## src/hw/rtl/fkrs_pkg.sv

```systemverilog
// shared types, constants and key mapping functions of the float key sorter
`timescale 1ns / 1ps

package fkrs_pkg;

    localparam int DEPTH_DEFAULT = 64;
    localparam int KEY_W         = 32;
    localparam logic [KEY_W-1:0] SIGN_MASK = 32'h8000_0000;

    // one input beat
    typedef struct packed {
        logic [KEY_W-1:0] key_bits;
        logic             is_last;
    } key_beat_t;

    // one result beat
    typedef struct packed {
        logic [KEY_W-1:0] sorted_bits;
        logic             last_out;
    } result_beat_t;

    // one slot of the sorting chain: occupied flag and ordered code
    typedef struct packed {
        logic             occ;
        logic [KEY_W-1:0] code;
    } slot_t;

    // float bit pattern to order-preserving unsigned code
    function automatic logic [KEY_W-1:0] to_code(input logic [KEY_W-1:0] k);
        logic [KEY_W-1:0] c;
        if ((k & SIGN_MASK) != '0)
            c = ~k;
        else
            c = k ^ SIGN_MASK;
        return c;
    endfunction

    // unsigned code back to float bit pattern
    function automatic logic [KEY_W-1:0] from_code(input logic [KEY_W-1:0] c);
        logic [KEY_W-1:0] k;
        if ((c & SIGN_MASK) != '0)
            k = c ^ SIGN_MASK;
        else
            k = ~c;
        return k;
    endfunction

endpackage

```

## src/hw/rtl/fkrs_cell.sv

```systemverilog
// one cell of the sorting chain: keeps the smaller code, passes the larger one on
`timescale 1ns / 1ps

module fkrs_cell
(
    input  logic          clk,
    input  logic          rst_n,
    input  logic          shift,
    input  fkrs_pkg::slot_t from_left,
    input  fkrs_pkg::slot_t right_held,
    output fkrs_pkg::slot_t held,
    output fkrs_pkg::slot_t to_right
);

    fkrs_pkg::slot_t held_reg;
    fkrs_pkg::slot_t held_next;
    fkrs_pkg::slot_t pass_reg;
    fkrs_pkg::slot_t pass_next;

    // insert or shift towards the head
    always_comb
    begin
        held_next = held_reg;
        pass_next = '0;
        if (shift)
        begin
            held_next = right_held;
        end
        else if (from_left.occ)
        begin
            if (!held_reg.occ)
            begin
                held_next = from_left;
            end
            else if (from_left.code < held_reg.code)
            begin
                held_next = from_left;
                pass_next = held_reg;
            end
            else
            begin
                pass_next = from_left;
            end
        end
    end

    // slot and outgoing link registers
    always_ff @(posedge clk or negedge rst_n)
    begin
        if (!rst_n)
        begin
            held_reg <= '0;
            pass_reg <= '0;
        end
        else
        begin
            held_reg <= held_next;
            pass_reg <= pass_next;
        end
    end

    assign held     = held_reg;
    assign to_right = pass_reg;

endmodule

```

## config.mk

```make
export PLATFORM = sky130hd
export DESIGN_NAME = fkrs_cell
export DESIGN_NICKNAME = d
export VERILOG_FILES = /design/src/hw/rtl/fkrs_pkg.sv /design/src/hw/rtl/fkrs_cell.sv
export SDC_FILE = /design/constraint.sdc
export NUM_CORES = 1
export LEC_CHECK = 0
export BUFFER_PORTS_ARGS = -buffer_cell sky130_fd_sc_hd__buf_2
export CAP_MARGIN = 20
export CORE_UTILIZATION = 40
export DETAILED_ROUTE_END_ITERATION = 6
export PLACE_DENSITY = 0.62
export SYNTH_ARGS = -nofsm -noshare
export SYNTH_HDL_FRONTEND = slang
export SYNTH_SLANG_ARGS = --single-unit
```

## constraint.sdc

```tcl
create_clock -name clk -period 4 [get_ports clk]
set_input_delay 0.8 -clock clk [delete_from_list [all_inputs] [get_ports clk]]
set_output_delay 0.8 -clock clk [all_outputs]
set_load 0.01 [all_outputs]
```

==> flow_metrics.tcl, run 1 <==
set metrics [dict create \
    period_needed_ps 3060 \
    synthTopCellsByArea "dfrtp_1, mux2i_1, ha_1, a211oi_2, nand2_1" \
    clock-sinks 66 \
    p_seq_share_pct 34.9 \
    cp.depth 9 \
    yosysUniqueCellTypes 31 \
    final_nets 729 \
    place_ws_ps 568 \
    ys.flop_type "dfrtp_1" \
    hold_class "input pin to async pin" \
    synth_largest_area_cell "dfrtp_1" \
    reg2reg_to "to_right[1]$_DFF_PN0_" \
    htree_levels 3 \
    postCtsHoldBufs 0 \
    pwr-share-comb_pct 31.3 \
    ir_drop_mv 0.180 \
    power_density_mw_per_mm2 441 \
    grtUsageTotal_pct 23.0 \
    cts_root_buf "clkbuf_16" \
    slew_headroom_pct 52.4 \
    path_cells "buf_2 > ha_1 > a21o_1 > a21o_1 > a221o_1 > nand2_1 > and4_2 > buf_12 > a211oi_1" \
    place_congestion 0.826 \
    syn_avg_cell_area_sq_um 9.13 \
    crit_top_cell "a21o_1" \
    antenna_found_initial 0 \
    finalWirelength_mm 13.3 \
    setup_slack_ps 942 \
    coreArea_sq_mm 0.0114 \
    setup.worst_path.start_class "input pin" \
    grt_pass1_wl_mm 21.1 \
    drc 0 \
    wire_per_inst_um 17.2 \
    reg2regPathDepth 10 \
    fin_crit_sh_pct 76.5 \
    finClkSkew_ps 9.51 \
    drt_iter0_drc 276 \
    synth_enable_flop_cells 0 \
    dpl.hpwl_mm 9.18 \
    drt-pass1-iter-count 5 \
    grt-ovfl-total 0 \
    critPathLaunch "from_left[13]" \
    syn_area_sq_mm 0.00465 \
    drv_cap 0 \
    drive_gt1_share_pct 30.8 \
    cts_tree "done" \
    r2r-start "held[27]$_DFFE_PN0P_" \
    ys_ff_latch 66 \
    status "complete, no violations" \
    synthArstFlopShare_pct 100 \
    p_clk_share_pct 33.8 \
    whs_ps 525 \
    most-common-layout-cells "buf_2, nand2_1, dfrtp_1" \
    grt_pass1_vias 4238 \
    p_total_w 0.00254 \
    cp_top_family "simple AND/OR/NAND/NOR gates" \
    critical_path_required_ps 4200 \
    internal-power_w 0.00167 \
    syn_nets 610 \
    cts_setup_buffers 0 \
    cts-buffers-inserted 9 \
    area_delta_synth_final_pct 23.5 \
    synth_cells 510 \
    hold_violations 0 \
    yosysWarnings 0 \
    switching_share_pct 34.1 \
    dr_total_vias 4303 \
    worstPathArrival_ps 3260 \
    rows 39 \
    dieArea_sq_mm 0.0121 \
    worstPathMaxFanout 17 \
    critPathKind "input pin to register" \
    grt_max_degree 36 \
    leakage_nw 2.86 \
    antenna_cells 0 \
    max_stage_delay_ps 690 \
    fmax_mhz 327 \
    die_x_um 110 \
    io_buffers 134 \
    tightestPinTransition_ps 715 \
    p_switching_w 0.000866 \
    ctsResizeCount 0 \
    tns_ps 0 \
    via_per_inst 5.54 \
    start_util_pct 40.9 \
    slowest_stage "and4_2" \
    ios 135 \
    critPathCaptureType "register" \
    clk_pin_slew_worst_paths_ps 50 \
    setup-violations-final 0 \
    r2r_setup_slack_ps 1000 \
    synth-seq-area-share_pct 35.5 \
    crit_end "held[30]$_DFFE_PN0P_" \
    postRouteAntennaNets 0 \
    clk_latency_ps 340 \
    critical_path_buf_inv_count 2 \
    cts_max_path_buffers 2 \
    final_common_cell "buf_2" \
    report.final.slew_viol_count 0 \
    rsz0062_at_grt "false" \
    synth_top_area_share_pct 35.5 \
    die_h_um 110 \
]
==> cell families (layout without fill, tap and decap cells) <==
kind of cell,after synthesis,after routing,synth area share [%]
adders and majority gates,31,31,8.33
DFF,66,66,35.5
AOI/OAI and AO/OA,155,155,24.2
buffers and inverters,70,194,6.88
muxes,64,64,13.8
and+or+nand+nor,124,124,11.3
==> worst min path at each step <==
stage,endpoint,from
after global placement,held[32]$_DFFE_PN0P_,held[32]$_DFFE_PN0P_
after global routing,to_right[30]$_DFF_PN0_,rst_n
after detailed placement,to_right[22]$_DFF_PN0_,held[22]$_DFFE_PN0P_
after CTS,held[29]$_DFFE_PN0P_,rst_n
after floorplan,held[0]$_DFFE_PN0P_,rst_n
final,to_right[30]$_DFF_PN0_,rst_n
==> per-layer routing <==
layer,global-route usage (%),wire (um),vias to the layer above
met4,10.9,281,0
met5,0,0,-
met1,29.7,5950,2078
li1,-,-,2061
met2,37.4,6360,141
met3,3.62,753,23
==> stage by stage <==
| stage | util (%) | cell area (sq um) | instances |
|---|---|---|---|
| after floorplan | - | 4650 | 510 |
| after global routing | 50.6 | 5750 | 777 |
| after detailed placement | 47.6 | 5410 | 760 |
| after CTS | 50.3 | 5720 | 776 |
| after global placement | 47.6 | 5410 | 760 |
| final | 50.6 | 5750 | 777 |
==> synthesized netlist by cell type (2+ instances only) <==
master,n
inv_1,32
o21ai_1,2
a21o_1,6
buf_6,7
a211oi_1,34
buf_2,4
nand2_1,71
clkbuf_1,27
and4_1,3
o21ai_0,35
a221o_1,2
mux2i_1,64
ha_1,31
a21oi_1,41
a211oi_2,30
nor2_1,36
nand2b_1,2
dfrtp_1,66
nand4_1,4
and3_1,2
==> layout make-up <==
| class | count | area (sq um) |
|---|---|---|
| Fill cell | 1079 | 5620 |
| Multi-Input combinational cell | 374 | 2690 |
| Sequential cell | 66 | 1650 |
| Timing Repair Buffer | 146 | 793 |
| Clock buffer | 14 | 254 |
| Tap cell | 143 | 179 |
| Inverter | 32 | 120 |
| Clock inverter | 2 | 60.1 |
==> power by group through the flow <==
| stage | clock network, W | registers (W) | logic, W |
|---|---|---|---|
| after floorplan | 0 | 0.000910 | 0.000498 |
| after global placement | 0 | 0.000888 | 0.000771 |
| after detailed placement | 0 | 0.000893 | 0.000793 |
| after CTS | 0.000876 | 0.000884 | 0.000797 |
| after global routing | 0.000892 | 0.000904 | 0.000887 |
| final | 0.000858 | 0.000886 | 0.000794 |
==> worst reg2reg max path: cells and delay by family (launching register included) <==
kind | cells | cell delay [ps]
multiplexers | 1 | 170
adder cells (fa/ha/maj) | 1 | 320
AO/OA/AOI/OAI | 1 | 220
buffers and inverters | 3 | 560
flip-flops | 1 | 450
AND/OR/NAND/NOR | 4 | 1150
No activity file was read; power rests on OpenSTA's default activity.
==> run 2: changes to the inputs <==
ABC_AREA = 1   (was unset)
PLACE_DENSITY = 0.64   (was 0.62)
clock period = 3.1 ns   (was 4 ns; I/O delays follow)
==> run 2 against run 1 <==
  * Cell area is 16% lower
  * First-iteration DRC count down 51%
  * Critical path type is now register to register
  * Worst hold slack worse by 230 ps
  * Sequential power rose by 22%
  * Clock power decreased by 5.2%
==> flow_metrics.tcl, run 2 <==
set metrics [dict create \
    multi_input_area_sq_mm 0.00188 \
    finalWirelength_mm 10.8 \
    report.final.slew_viol_count 0 \
    dp_cells 771 \
    synthTopCellsByArea "dfrtp_1, nand2_1, ha_1, nor2_1, o21ai_0" \
    tns_ps 0 \
    ir_drop_mv 0.258 \
    htree_levels 3 \
    fmax_mhz 427 \
    grt_max_degree 37 \
    worstPathMaxFanout 32 \
    io_buffers 134 \
    synth-seq-area-share_pct 43.1 \
    syn_nets 622 \
    cts_setup_buffers 0 \
    crit_top_cell "nand2_1" \
    finClkSkew_ps 13.7 \
    n_fill_cell 949 \
    coreArea_sq_mm 0.00928 \
    antenna_cells 0 \
    seqCellArea_sq_mm 0.00165 \
    hold_violations 0 \
    start_util_pct 41.3 \
    synth_enable_flop_cells 0 \
    critical_path_required_ps 3340 \
    synth_cells 522 \
    drc 0 \
    power_density_mw_per_mm2 572 \
    final_nets 753 \
    final_common_cell "nand2_1" \
    tightestPinTransition_ps 717 \
    status "complete, no violations" \
    ios 135 \
    slowest_stage "dfrtp_1" \
    area_delta_synth_final_pct 25.8 \
    wire_per_inst_um 13.7 \
    grt_pass1_wl_mm 17.3 \
    switching_share_pct 36.5 \
    p_clk_share_pct 29.4 \
    setup-violations-final 0 \
    cts_max_path_buffers 2 \
    postCtsHoldBufs 0 \
    path_cells "inv_1 > ha_1 > a21oi_1 > nor2_1 > nor3_1 > nand2_1 > nand2_1 > nand2_1 > nand2_2 > nand2_4 > nand2_4 > nand2_4 > nand2_1 > nand2_1" \
    drive_gt1_share_pct 25.5 \
    fin_cells 787 \
    clk_latency_ps 350 \
    dpl.hpwl_mm 7.74 \
    synthArstFlopShare_pct 100 \
    pwr-share-comb_pct 31.6 \
    yosysWarnings 0 \
    slew_headroom_pct 52.1 \
    worstPathArrival_ps 2580 \
    grt-ovfl-total 0 \
    drv_cap 0 \
    leakage_nw 2.88 \
    place_congestion 0.820 \
    syn_avg_cell_area_sq_um 7.35 \
    drt-pass1-iter-count 4 \
    dieArea_sq_mm 0.00999 \
    clock-sinks 66 \
    rsz0062_at_grt "false" \
    ys.flop_type "dfrtp_1" \
    internal-power_w 0.00175 \
    postRouteAntennaNets 0 \
    synth_largest_area_cell "dfrtp_1" \
    p_seq_share_pct 39.0 \
    synth.most_common_cell "nand2_1" \
    setup.worst_path.start_class "register" \
    fin_crit_sh_pct 75.6 \
    synth_top_area_share_pct 43.1 \
    rows 35 \
    p_switching_w 0.00101 \
    critPathCaptureType "register" \
    max_stage_delay_ps 410 \
    cts_root_buf "clkbuf_8" \
    die_h_um 99.9 \
    ctsResizeCount 0 \
    dr_total_vias 3757 \
    cts_tree "done" \
    hold_class "input pin to async pin" \
    synthTopCellsByCount "nand2_1, nor2_1, dfrtp_1" \
    period_needed_ps 2340 \
    yosysUniqueCellTypes 22 \
    die_x_um 99.9 \
    syn_area_sq_mm 0.00384 \
    cts-buffers-inserted 9 \
    most-common-layout-cells "nand2_1, buf_2, nor2_1" \
    via_per_inst 4.77 \
    antenna_found_initial 0 \
    clk_pin_slew_worst_paths_ps 80 \
    critPathKind "register to register" \
    drt_iter0_drc 134 \
    grt_pass1_vias 3510 \
    grtUsageTotal_pct 22.5 \
    ys_ff_latch 66 \
]
run 2: changes by cell type in the layout (fill, tap and decap cells not counted), moves of 4 or more:
| cell | before | now |
|---|---|---|
| a211oi_1 | 34 | 0 |
| a211oi_2 | 30 | 0 |
| a21o_1 | 6 | 0 |
| a21oi_1 | 41 | 14 |
| clkbuf_1 | 4 | 0 |
| clkbuf_16 | 9 | 0 |
| clkbuf_8 | 1 | 9 |
| inv_1 | 32 | 41 |
| mux2i_1 | 64 | 0 |
| nand2_1 | 71 | 187 |
| nand3_1 | 1 | 34 |
| nor2_1 | 36 | 73 |
run 2: worst paths after layout:
check,startpoint,end,slack (ps),depth (start not counted)
max,held[5]$_DFFE_PN0P_,held[3]$_DFFE_PN0P_,760,14
min,rst_n,to_right[10]$_DFF_PN0_,300,1
max reg2reg,held[5]$_DFFE_PN0P_,held[3]$_DFFE_PN0P_,760,14
min reg2reg,held[15]$_DFFE_PN0P_,held[15]$_DFFE_PN0P_,520,2
max in group asynchronous,rst_n,held[6]$_DFFE_PN0P_,1980,2
min in group clk,held[15]$_DFFE_PN0P_,held[15]$_DFFE_PN0P_,520,2
run 2: power by group through the flow:
stage               registers (W)  clock network [W]  logic (W)
finish                    0.00108           0.000813   0.000872
global route              0.00110           0.000858   0.000991
CTS                       0.00108           0.000827   0.000881
detailed placement        0.00109                  0   0.000878
global placement          0.00109                  0   0.000853
floorplan                 0.00113                  0   0.000495
run 2: critical path: cells and delay by family (launching register included):
family / cells / cell delay, ps
adders and majority gates: 1 / 280
DFF: 1 / 410
AOI/OAI and AO/OA: 1 / 140
and+or+nand+nor: 11 / 1330
buffers and inverters: 1 / 60
run 2: routing by layer:
metal,share of wire [%],GRT usage [%]
met1,46,30.0
met2,47,36.4
met3,5.3,4.18
met4,1.5,8.71
met5,0,0
run 2: cells by family (layout without fill, tap and decap cells):
kind of cell | Yosys count | in the layout | synth area share (%)
buf+inv | 68 | 204 | 8.02
simple gates | 302 | 302 | 31.5
fa+ha+maj | 31 | 31 | 10.1
compound gates | 55 | 55 | 7.34
flops | 66 | 66 | 43.1
run 2: per-stage QoR:
stage	instance area [sq um]	power, W	utilization, %	worst slack (ps)	hold WS, ps
finish	4830	0.00276	52.0	756	297
global route	4830	0.00295	52.0	561	335
CTS	4830	0.00279	52.0	757	307
detailed placement	4610	0.00197	49.6	451	514
global placement	4610	0.00195	49.6	503	501
floorplan	3840	0.00163	-	1120	324
run 2: area by class of cell:
| type | count | share of cell area (%) |
|---|---|---|
| Clock inverter | 7 | 1.94 |
| Clock buffer | 9 | 2.57 |
| Multi-Input combinational cell | 388 | 39.0 |
| Tap cell | 129 | 3.34 |
| Timing Repair Buffer | 145 | 15.6 |
| Sequential cell | 66 | 34.2 |
| Inverter | 43 | 3.34 |
